==> config.mk <==
export PLATFORM = sky130hd
export DESIGN_NAME = scc_front
export DESIGN_NICKNAME = d
export VERILOG_FILES = /design/src/hdl/scc_pkg.sv /design/src/hdl/scc_front.sv
export SDC_FILE = /design/constraint.sdc
export NUM_CORES = 2
export LEC_CHECK = 0
export ABC_AREA = 1
export BUFFER_PORTS_ARGS = -buffer_cell sky130_fd_sc_hd__buf_2
export CORE_MARGIN = 8
export CORE_UTILIZATION = 45
export CTS_CLUSTER_DIAMETER = 150
export DETAILED_ROUTE_END_ITERATION = 8
export SKIP_LAST_GASP = 1
export SYNTH_ARGS = -nofsm -noshare
export SYNTH_HDL_FRONTEND = slang
export SYNTH_SLANG_ARGS = --single-unit
==> constraint.sdc <==
create_clock -name clk -period 6.05 [get_ports clk]
set_input_delay 0.605 -clock clk [delete_from_list [all_inputs] [get_ports clk]]
set_output_delay 0.605 -clock clk [all_outputs]
set_load 0.02 [all_outputs]
==> src/hdl/scc_pkg.sv <==
// Shared package for the sunset color curve block.
// Holds register indexes, reset values, datapath widths and inter-module structs.
// No dependencies.
`default_nettype none
package scc_pkg;
	localparam int STEP_W  = 16;
	localparam int COLOR_W = 24;
	localparam int CH_W    = 8;
	localparam int SQ_W    = 2 * STEP_W;
	localparam int PROD_W  = SQ_W + CH_W;
	localparam int NUM_W   = PROD_W + 2;
	localparam int REM_W   = 48;
	localparam int DEN_W   = 40;
	localparam int IDX_W   = 4;
	localparam int LAT     = 5 + CH_W;
	localparam int SCALE   = 200;

	localparam logic [IDX_W-1:0] REG_FIRST_STEP  = 4'd0;
	localparam logic [IDX_W-1:0] REG_MIDDLE_STEP = 4'd1;
	localparam logic [IDX_W-1:0] REG_LAST_STEP   = 4'd2;
	localparam logic [IDX_W-1:0] REG_START_COLOR = 4'd3;
	localparam logic [IDX_W-1:0] REG_CTRL_ONE    = 4'd4;
	localparam logic [IDX_W-1:0] REG_JOINT_COLOR = 4'd5;
	localparam logic [IDX_W-1:0] REG_CTRL_TWO    = 4'd6;
	localparam logic [IDX_W-1:0] REG_END_COLOR   = 4'd7;

	localparam logic [STEP_W-1:0]  RST_FIRST  = 16'd0;
	localparam logic [STEP_W-1:0]  RST_MIDDLE = 16'd512;
	localparam logic [STEP_W-1:0]  RST_LAST   = 16'd1023;
	localparam logic [COLOR_W-1:0] RST_BLACK  = 24'h000000;
	localparam logic [COLOR_W-1:0] RST_WHITE  = 24'hFFFFFF;

	// Bezier weights of one step: (D-d)^2, (D-d)*d, d^2 and D^2
	typedef struct packed {
		logic [SQ_W-1:0] a;
		logic [SQ_W-1:0] b;
		logic [SQ_W-1:0] c;
		logic [SQ_W-1:0] dd;
	} scc_coef_t;

	// Segment control points and the flat-color bypass
	typedef struct packed {
		logic               byp;
		logic [COLOR_W-1:0] col;
		logic [COLOR_W-1:0] p0;
		logic [COLOR_W-1:0] p1;
		logic [COLOR_W-1:0] p2;
	} scc_sel_t;
endpackage
`default_nettype wire

==> src/hdl/scc_front.sv <==
// Segment selection and Bezier weight squares (stages one and two).
// Depends on scc_pkg.
`default_nettype none
module scc_front (
	input  logic                        clk,
	input  logic                        en,
	input  logic [scc_pkg::STEP_W-1:0]  step,
	input  logic [scc_pkg::STEP_W-1:0]  first_step,
	input  logic [scc_pkg::STEP_W-1:0]  middle_step,
	input  logic [scc_pkg::STEP_W-1:0]  last_step,
	input  logic [scc_pkg::COLOR_W-1:0] start_color,
	input  logic [scc_pkg::COLOR_W-1:0] control_one_color,
	input  logic [scc_pkg::COLOR_W-1:0] joint_color,
	input  logic [scc_pkg::COLOR_W-1:0] control_two_color,
	input  logic [scc_pkg::COLOR_W-1:0] end_color,
	output scc_pkg::scc_coef_t          coef_s2,
	output scc_pkg::scc_sel_t           sel_s2
);
	import scc_pkg::*;

	logic              lo, hi, seg1;
	logic [STEP_W-1:0] d_nx, span_nx;
	scc_sel_t          sel_nx, sel_s1;
	logic [STEP_W-1:0] d_s1, rest_s1, span_s1;

	always_comb begin
		lo      = step < first_step;
		hi      = step > last_step;
		seg1    = step <= middle_step;
		d_nx    = seg1 ? step - first_step : step - middle_step;
		span_nx = seg1 ? middle_step - first_step : last_step - middle_step;
		sel_nx.p0  = seg1 ? start_color : joint_color;
		sel_nx.p1  = seg1 ? control_one_color : control_two_color;
		sel_nx.p2  = seg1 ? joint_color : end_color;
		// below start, above end and zero span all give a flat color
		sel_nx.byp = lo || hi || (span_nx == '0);
		sel_nx.col = lo ? start_color : (hi ? end_color : sel_nx.p2);
	end

	always_ff @(posedge clk) begin
		if (en) begin
			sel_s1  <= sel_nx;
			d_s1    <= d_nx;
			rest_s1 <= span_nx - d_nx;
			span_s1 <= span_nx;
			sel_s2  <= sel_s1;
			coef_s2.a  <= SQ_W'(rest_s1) * SQ_W'(rest_s1);
			coef_s2.b  <= SQ_W'(rest_s1) * SQ_W'(d_s1);
			coef_s2.c  <= SQ_W'(d_s1) * SQ_W'(d_s1);
			coef_s2.dd <= SQ_W'(span_s1) * SQ_W'(span_s1);
		end
	end
endmodule
`default_nettype wire

==> results.yml <==
global_route:
  grt_max_degree: 114
  gr-total-overflow: 0
  grt_first_pass_wirelength_um: 207000
  grtUsageTotal: 0.2143
  grt_pass1_vias: 38647
  antenna_found_initial: 16
clock_network:
  clock_sink_count: 367
  clk_pin_slew_ns: 0.06
  root_buffer: "clkbuf_16"
  cts-htree-levels: 2
  clock_latency_ns: 0.68
  cts_tree: "built"
  cts_made_buffers: 48
  ctsHoldBuffers: 0
  clock_path_buffers: 3
sta:
  fmax_ghz: 0.1703
  drv_slew: 0
  hold_viol: 0
  relSlewSlack: 0.4222
  final_min_period_over_clock_period: 0.9703
  rsz0062_at_grt: "true"
  period_needed_ns: 5.870
  finClkSkew_ns: 0.07225
  finalSetupViolations: 0
  tightest_slew_ns: 0.8668
  setup_tns_ns: 0
drt:
  firstDrtPassIters: 6
  detail_route.wl_per_cell_um: 16.93
  route.vias.total: 36912
  vias_per_cell: 4.893
  antenna_left: 0
  drtIter0Drc: 2303
  drcViolationCount: 0
  routed_wl_um: 127700
placed_design:
  placed_area_um2: 52910
  hpwl_um: 105400
  gp_congestion: 0.9212
  port_buffers: 407
  dp_cells: 7428
critical_path:
  worstPathRequired_ns: 6.42
  arrival_ns: 6.24
  worstPathMaxFanout: 6
  r2r_slack_ns: 0.18
  rr_startpoint: "span_s1[8]$_DFFE_PP_"
  criticalPathCategory: "flop to flop"
  r2r-end: "coef_s2[20]$_DFFE_PP_"
  rr_worst_depth: 22
  crit_path_start_kind: "flop"
  critical_path.endpoint_type: "flop"
synthesis:
  syn_area_per_cell_um2: 8.606
  synth_top_area_share: 0.2810
  synth_top_area_cell: "fa_1"
  syn_area_um2: 48800
  ys_ff_latch: 367
  synth.area.top_cells: "fa_1, edfxtp_1, ha_1"
  synth_compound_area_frac: 0.05589
  syn_inst: 5671
  ys_top_cells_by_count: "inv_1, nand2_1, fa_1"
  synth_mux_area_frac: 0.0002051
  synth_most_common_cell: "inv_1"
  ys.flop_type: "edfxtp_1"
  synth_xor_area_frac: 0.03248
  synth_edf_count: 367
  synth_top_family_by_area: "adder cells"
  ys_types: 44
  yosys.area_share.simple: 0.1423
  yosys_warnings: 0
  synth-seq-area-share: 0.2258
  ys_async_sr_fraction: 0
  synthAdderAreaFrac: 0.4099
worst_hold_path:
  hp-class: "primary input to flop"
  hold_path_depth: 3
  holdPathEnd: "sel_s1[45]$_DFFE_PP_"
  hold_path.startpoint: "control_two_color[21]"
run:
  cap_violations: 0
floorplanning:
  start_util: 0.4508
  design.core.area_um2: 108200
  fp.dieW_um: 345.3
  dieHeight_um: 345.3
  rows: 121
  ios: 411
  die-area_um2: 119200
status:
  status: "finished, final reports clean"
layout:
  nFillCells: 10311
  fin_cells: 7544
  drive_gt1_frac: 0.1094
  area_delta_synth_final_pct: 12.45
  final_util: 0.5070
  design_area_um2: 54880
  final_net_count: 7461
layout by cell type, fill, tap and decap left out, drive strengths merged, types with 6 or more instances in the layout:
master	count
nand3	123
o21bai	19
nand3b	11
clkbuf	59
nor2	159
nor3	40
o21ai	164
o21a	35
or2	16
clkinv	21
a21o	14
nand4	24
buf	531
edfxtp	367
inv	1541
a21oi	228
nand2	1343
fa	685
xor2	124
a31oi	9
ha	503
and2	7
diode	6
xnor2	57
nor4	8
per-layer routing:
metal / global-route usage / up-vias / part of all wire
met5: 0 / - / 0.00092
met1: 0.2793 / 17828 / 0.43
met2: 0.3611 / 967 / 0.47
li1: - / 17929 / -
met3: 0.05318 / 168 / 0.072
met4: 0.04622 / 20 / 0.021
timing repair:
action / CTS / global route
resized for setup: 0 / 36
setup endpoints to repair: 1 / 36
buffers inserted: 3 / 20
pin swaps: 0 / 3
final cells by class:
class | count | area [um^2] | area share
timing repair buffer | 531 | 3307 | 0.06026
clock inverter | 28 | 339.1 | 0.006178
multi-input combinational | 3598 | 31400 | 0.5722
tap | 1414 | 1769 | 0.03224
sequential | 367 | 11020 | 0.2008
clock buffer | 59 | 1242 | 0.02264
antenna | 6 | 15.01 | 0.0002736
inverter | 1541 | 5784 | 0.1054
worst max-delay path: stages (launching register included):
cell and delay, ns:
edfxtp_1 0.45, buf_4 0.19, nand2_1 0.09, inv_1 0.07
fa_1 0.50, inv_1 0.05, fa_1 0.53, inv_1 0.05
fa_1 0.50, inv_1 0.06, fa_1 0.53, inv_1 0.05
fa_1 0.47, inv_1 0.05, fa_1 0.47, inv_1 0.04
ha_1 0.36, a21o_1 0.26, a31oi_2 0.25, o21ai_1 0.15
a21oi_1 0.23, o21ai_0 0.14, xor2_1 0.16
flip-flops by register name, indices dropped and copies added, names as in the netlist:
name,cells
d_s1,16
rest_s1,16
sel_s1,97
coef_s2,125
sel_s2,97
span_s1,16
metrics by stage:
step	setup WS (ns)	hold slack (ns)
floorplan	0.4495	0.4003
detailed placement	0.01633	0.4045
global route	-0.04878	0.1780
finish	0.1795	0.2084
CTS	0.01601	0.1499
global placement	-0.07970	0.4004
logic make-up (layout without fill, tap and decap cells):
logic type / after synthesis / in the layout
compound gates: 494 / 494
buf+inv: 1708 / 2159
simple gates: 1731 / 1731
other cells: 1 / 9
flops: 367 / 367
mux: 1 / 1
fa+ha+maj: 1188 / 1188
xor+xnor: 181 / 181
worst max path at each step:
stage                                  endpoint                 start
final                     coef_s2[20]$_DFFE_PP_  span_s1[8]$_DFFE_PP_
after global routing      coef_s2[20]$_DFFE_PP_  span_s1[9]$_DFFE_PP_
after CTS                 coef_s2[27]$_DFFE_PP_  span_s1[6]$_DFFE_PP_
after detailed placement  coef_s2[91]$_DFFE_PP_    d_s1[12]$_DFFE_PP_
after global placement    coef_s2[91]$_DFFE_PP_    d_s1[12]$_DFFE_PP_
after floorplan           coef_s2[20]$_DFFE_PP_  span_s1[8]$_DFFE_PP_
Power is left out: the tool's default activity adds up to more than one toggle a clock period on the data nets, which glitch-free logic cannot reach.
