File: config.mk
export PLATFORM = sky130hd
export DESIGN_NAME = scc_chan
export DESIGN_NICKNAME = d
export VERILOG_FILES = /design/src/hdl/scc_pkg.sv /design/src/hdl/scc_div_cell.sv /design/src/hdl/scc_chan.sv
export SDC_FILE = /design/constraint.sdc
export NUM_CORES = 2
export LEC_CHECK = 0
export BUFFER_PORTS_ARGS = -buffer_cell sky130_fd_sc_hd__buf_2
export CORE_MARGIN = 1
export CORE_UTILIZATION = 40
export CTS_CLUSTER_SIZE = 20
export DETAILED_ROUTE_END_ITERATION = 8
export GPL_TIMING_DRIVEN = 0
export PLACE_DENSITY_LB_ADDON = 0.05
export SLEW_MARGIN = 25
export SYNTH_ARGS = -nofsm -noshare
export SYNTH_HDL_FRONTEND = slang
export SYNTH_SLANG_ARGS = --single-unit
export TNS_END_PERCENT = 20
File: constraint.sdc
create_clock -name clk -period 10.6 [get_ports clk]
set_clock_uncertainty 0.15 [all_clocks]
set_input_delay 1.06 -clock clk [delete_from_list [all_inputs] [get_ports clk]]
set_output_delay 1.06 -clock clk [all_outputs]
set_load 0.005 [all_outputs]
File: src/hdl/scc_pkg.sv
// Shared package for the sunset color curve block.
// Holds register indexes, reset values, datapath widths and inter-module structs.
// No dependencies.
`default_nettype none
package scc_pkg;
	localparam int STEP_W  = 16;
	localparam int COLOR_W = 24;
	localparam int CH_W    = 8;
	localparam int SQ_W    = 2 * STEP_W;
	localparam int PROD_W  = SQ_W + CH_W;
	localparam int NUM_W   = PROD_W + 2;
	localparam int REM_W   = 48;
	localparam int DEN_W   = 40;
	localparam int IDX_W   = 4;
	localparam int LAT     = 5 + CH_W;
	localparam int SCALE   = 200;

	localparam logic [IDX_W-1:0] REG_FIRST_STEP  = 4'd0;
	localparam logic [IDX_W-1:0] REG_MIDDLE_STEP = 4'd1;
	localparam logic [IDX_W-1:0] REG_LAST_STEP   = 4'd2;
	localparam logic [IDX_W-1:0] REG_START_COLOR = 4'd3;
	localparam logic [IDX_W-1:0] REG_CTRL_ONE    = 4'd4;
	localparam logic [IDX_W-1:0] REG_JOINT_COLOR = 4'd5;
	localparam logic [IDX_W-1:0] REG_CTRL_TWO    = 4'd6;
	localparam logic [IDX_W-1:0] REG_END_COLOR   = 4'd7;

	localparam logic [STEP_W-1:0]  RST_FIRST  = 16'd0;
	localparam logic [STEP_W-1:0]  RST_MIDDLE = 16'd512;
	localparam logic [STEP_W-1:0]  RST_LAST   = 16'd1023;
	localparam logic [COLOR_W-1:0] RST_BLACK  = 24'h000000;
	localparam logic [COLOR_W-1:0] RST_WHITE  = 24'hFFFFFF;

	// Bezier weights of one step: (D-d)^2, (D-d)*d, d^2 and D^2
	typedef struct packed {
		logic [SQ_W-1:0] a;
		logic [SQ_W-1:0] b;
		logic [SQ_W-1:0] c;
		logic [SQ_W-1:0] dd;
	} scc_coef_t;

	// Segment control points and the flat-color bypass
	typedef struct packed {
		logic               byp;
		logic [COLOR_W-1:0] col;
		logic [COLOR_W-1:0] p0;
		logic [COLOR_W-1:0] p1;
		logic [COLOR_W-1:0] p2;
	} scc_sel_t;
endpackage
`default_nettype wire

File: src/hdl/scc_div_cell.sv
// One cell of the restoring divider chain: resolves one quotient bit.
// Depends on scc_pkg.
`default_nettype none
module scc_div_cell #(
	parameter int SH = 7
) (
	input  logic                     clk,
	input  logic                     en,
	input  logic [scc_pkg::REM_W-1:0] rem_i,
	input  logic [scc_pkg::DEN_W-1:0] den_i,
	input  logic [scc_pkg::CH_W-1:0]  quo_i,
	output logic [scc_pkg::REM_W-1:0] rem_o,
	output logic [scc_pkg::DEN_W-1:0] den_o,
	output logic [scc_pkg::CH_W-1:0]  quo_o
);
	import scc_pkg::*;

	logic [REM_W-1:0] sh_den;
	logic             ge;
	logic [CH_W-1:0]  quo_nx;

	always_comb begin
		sh_den     = REM_W'(den_i) << SH;
		ge         = rem_i >= sh_den;
		quo_nx     = quo_i;
		quo_nx[SH] = ge;
	end

	always_ff @(posedge clk) begin
		if (en) begin
			rem_o <= ge ? rem_i - sh_den : rem_i;
			den_o <= den_i;
			quo_o <= quo_nx;
		end
	end
endmodule
`default_nettype wire

File: src/hdl/scc_chan.sv
// One color channel: weighted sum, rounding setup and the divider cell chain.
// Depends on scc_pkg and scc_div_cell.
`default_nettype none
module scc_chan (
	input  logic                     clk,
	input  logic                     en,
	input  scc_pkg::scc_coef_t       coef,
	input  logic                     byp,
	input  logic [scc_pkg::CH_W-1:0] col,
	input  logic [scc_pkg::CH_W-1:0] p0,
	input  logic [scc_pkg::CH_W-1:0] p1,
	input  logic [scc_pkg::CH_W-1:0] p2,
	output logic [scc_pkg::CH_W-1:0] quo
);
	import scc_pkg::*;

	logic [PROD_W-1:0] ta_s3, tb_s3, tc_s3;
	logic [SQ_W-1:0]   dd_s3, dd_s4;
	logic              byp_s3, byp_s4;
	logic [CH_W-1:0]   col_s3, col_s4;
	logic [NUM_W-1:0]  n_s4;
	logic [REM_W-1:0]  rem_s5;
	logic [DEN_W-1:0]  den_s5;
	logic [REM_W-1:0]  rem_c [0:CH_W];
	logic [DEN_W-1:0]  den_c [0:CH_W];
	logic [CH_W-1:0]   quo_c [0:CH_W];

	always_ff @(posedge clk) begin
		if (en) begin
			ta_s3  <= PROD_W'(coef.a) * PROD_W'(p0);
			tb_s3  <= PROD_W'(coef.b) * PROD_W'(p1);
			tc_s3  <= PROD_W'(coef.c) * PROD_W'(p2);
			dd_s3  <= coef.dd;
			byp_s3 <= byp;
			col_s3 <= col;
			n_s4   <= NUM_W'(ta_s3) + (NUM_W'(tb_s3) << 1) + NUM_W'(tc_s3);
			dd_s4  <= dd_s3;
			byp_s4 <= byp_s3;
			col_s4 <= col_s3;
			// flat color: divide SCALE*col+1 by SCALE to get col back
			if (byp_s4) begin
				rem_s5 <= REM_W'(col_s4) * REM_W'(SCALE) + REM_W'(1);
				den_s5 <= DEN_W'(SCALE);
			end else begin
				rem_s5 <= REM_W'(n_s4) * REM_W'(SCALE) + REM_W'(dd_s4);
				den_s5 <= DEN_W'(dd_s4) * DEN_W'(SCALE);
			end
		end
	end

	assign rem_c[0] = rem_s5;
	assign den_c[0] = den_s5;
	assign quo_c[0] = '0;

	for (genvar k = 0; k < CH_W; k++) begin : g_cell
		scc_div_cell #(.SH(CH_W - 1 - k)) u_cell (
			.clk   (clk),
			.en    (en),
			.rem_i (rem_c[k]),
			.den_i (den_c[k]),
			.quo_i (quo_c[k]),
			.rem_o (rem_c[k+1]),
			.den_o (den_c[k+1]),
			.quo_o (quo_c[k+1])
		);
	end

	assign quo = quo_c[CH_W];
endmodule
`default_nettype wire

==> out/results.ini <==
[status]
status=completed

[critical_path]
critical_path.top_delay_family=compound AO/OA/AOI/OAI gates
cpPeakStageDelay_ns=0.74
r2r_setup_slack_ns=3.47
reg2reg_depth=25
start_kind=register
reg2reg_to=rem_s5[47]$_SDFFCE_PP0P_
crit_top_cell=ha_1
crit_fanout=6
cp.required_ns=10.90
critPathKind=register to register
slowest_stage=a2111oi_1
crit_arrival_ns=7.43
critPathCaptureType=register
path_buf_inv=2
reg2reg_from=n_s4[3]$_DFFE_PP_

[routing]
via_per_inst=5.11
drcViolationCount=0
dr_total_vias=58667
route.final.wire_length_um=226000
drt_iter0_markers=3483
wl_per_cell_um=19.7
ant_nets=0
drt_first_pass_iters=5

[logic_synthesis]
synthDistinctLibCells=104
yosysTopAreaCellShare=0.336
synth_top_area_cell=edfxtp_1
async_flop_share=0
ys_ff_latch=936
syn-mean-instance-area_sq_um=10.1
synthCells=8310
synth_edf_count=936
yosysWarnings=0
synth_area_sq_um=83600
synthTopCellsByArea=edfxtp_1, fa_1, ha_1
synth_flop_cell=edfxtp_1
yosysSeqAreaShare=0.336
syn-num-nets=9929

[cts]
clock_latency_ns=0.75
cts_max_path_buffers=3
cts_tree=done
cts_root_buf=clkbuf_16
cts_made_buffers=108
clock-sinks=936
postCtsHoldBufs=0
cts_resized=0
cts_setup_buffers=0
cts_max_level=3
path_clk_slew_ns=0.06

[floorplanning]
die_y_um=459
die_x_um=459
start_util=0.403
ioPinCount=171
core_area_sq_um=207000
die_area_sq_um=211000
fp-row-count=167

[global_route]
grt_pass1_wl_um=352000
grt_pass1_vias=60503
grtUsageMet2=0.372
grt_remaining_overflow=0
grt_use_met1=0.290
grt_usage=0.216
grt_max_degree=137
gr-usage-met3=0.0203
grt.busiest_layer=met2
antenna_found_initial=21

[sta]
finalCriticalPeriod_ns=7.13
setup_viol=0
rsz0062_at_grt=no
finalHoldViolCount=0
worstMarginPinSlew_ns=1.06
fin_crit_sh=0.673
slew_headroom=0.286
fmax_mhz=140
maxSlewViolCount=0
tns_ns=0

[place]
gp_congestion=0.906
port_buffers=167
hpwl_um=188000

[final_layout]
syn_to_final_growth_pct=9.80
fillerInstances=20108
seq_area_sq_um=28100
final_cell_mix=inv_1, edfxtp_1, ha_1
multi_input_area_sq_um=50000
nNetsFinal=10214
final_common_cell=inv_1
drive_gt1_frac=0.0578

[worst_hold_path]
hold_class=register to register
min_from=g_cell[6].u_cell.quo_o[7]$_DFFE_PP_
hold_end=g_cell[7].u_cell.quo_o[7]$_DFFE_PP_
holdPathStages=0

[job]
maxCapViolations=0

worst register-to-register path, cell delays in order (launching register included):
cell and delay, ns:
edfxtp_1 0.47, ha_1 0.34, ha_1 0.27, inv_1 0.04
fa_1 0.47, inv_1 0.04, ha_1 0.34, a21oi_1 0.17
nor2b_1 0.06, a311o_1 0.41, a21oi_1 0.25, nor2b_1 0.11
o21a_1 0.17, nor2_1 0.11, xnor2_1 0.17, ha_1 0.34
a21oi_1 0.17, o21ai_0 0.20, a2111oi_1 0.74, nor3_1 0.21
o31ai_1 0.57, o31ai_1 0.18, nor2_1 0.31, nor3b_2 0.14
nand4_1 0.12, mux2_1 0.32
per-stage QoR:
step | hold WS, ns | cells | setup WS (ns) | util | area [sq um]
after CTS | 0.262 | 11468 | 3.44 | 0.442 | 91800
after floorplan | 0.250 | 8310 | 4.22 | - | 83600
final | 0.254 | 11480 | 3.47 | 0.443 | 91800
after global routing | 0.255 | 11477 | 3.00 | 0.442 | 91800
after global placement | 0.250 | 11265 | -6.60 | 0.424 | 87900
after detailed placement | 0.255 | 11273 | 2.71 | 0.425 | 88200
routing by layer:
layer / vias to the layer above / part of all wire
met5: - / 0.00012
li1: 28929 / -
met1: 28588 / 0.47
met3: 279 / 0.026
met4: 4 / 0.026
met2: 867 / 0.48
cells in the mapped netlist, types with 88 or more instances:
cell / count
o21ai_0: 337
xor2_1: 163
a21o_1: 278
nor3_1: 101
and2_1: 527
inv_1: 1304
fa_1: 655
nor2_1: 406
edfxtp_1: 936
xnor2_1: 297
nand3_1: 126
nor2b_1: 88
nand2_1: 648
clkbuf_1: 139
ha_1: 801
a21oi_1: 510
logic make-up (layout without fill, tap and decap cells):
kind of cell | after synthesis | in the layout | share of synthesized area
AND/OR/NAND/NOR | 2234 | 2234 | 0.135
AO/OA/AOI/OAI | 1664 | 1664 | 0.127
buffers and inverters | 1481 | 1851 | 0.0669
adder cells (fa/ha/maj) | 1456 | 1456 | 0.277
flip-flops | 936 | 936 | 0.336
XOR/XNOR | 461 | 461 | 0.0484
multiplexers | 78 | 78 | 0.0103
other | 0 | 12 | 0
state kept, by name, indices dropped and copies added, names as in the netlist, 8 cells and up:
register,count
g_cell.u_cell.quo_o,36
g_cell.u_cell.den_o,238
tc_s3,40
den_s5,37
tb_s3,40
col_s3,8
ta_s3,40
col_s4,8
dd_s4,32
g_cell.u_cell.rem_o,336
rem_s5,45
dd_s3,32
n_s4,42
area by class of cell:
| type | count | share of cell area |
|---|---|---|
| inverter | 1305 | 0.0533 |
| tap | 2788 | 0.0380 |
| timing repair buffer | 175 | 0.0117 |
| clock buffer | 126 | 0.0304 |
| buffer | 176 | 0.00760 |
| sequential | 936 | 0.306 |
| multi-input combinational | 5893 | 0.544 |
| antenna | 12 | 0.000327 |
| clock inverter | 69 | 0.00844 |
how the worst max path moves through the flow:
| stage | cells past startpoint | endpoint | from |
|---|---|---|---|
| 6_report | 25 | rem_s5[47]$_SDFFCE_PP0P_ | n_s4[3]$_DFFE_PP_ |
| 5_1_grt | 24 | rem_s5[47]$_SDFFCE_PP0P_ | n_s4[3]$_DFFE_PP_ |
| 4_1_cts | 24 | rem_s5[47]$_SDFFCE_PP0P_ | n_s4[3]$_DFFE_PP_ |
| 3_5_place_dp | 22 | tc_s3[37]$_DFFE_PP_ | p2[7] |
| 3_3_place_gp | 1 | g_cell[6].u_cell.rem_o[40]$_DFFE_PP_ | en |
| 2_1_floorplan | 21 | tc_s3[38]$_DFFE_PP_ | p2[7] |
Power is left out: the tool's default activity adds up to more than one toggle a clock period on the data nets, which glitch-free logic cannot reach.
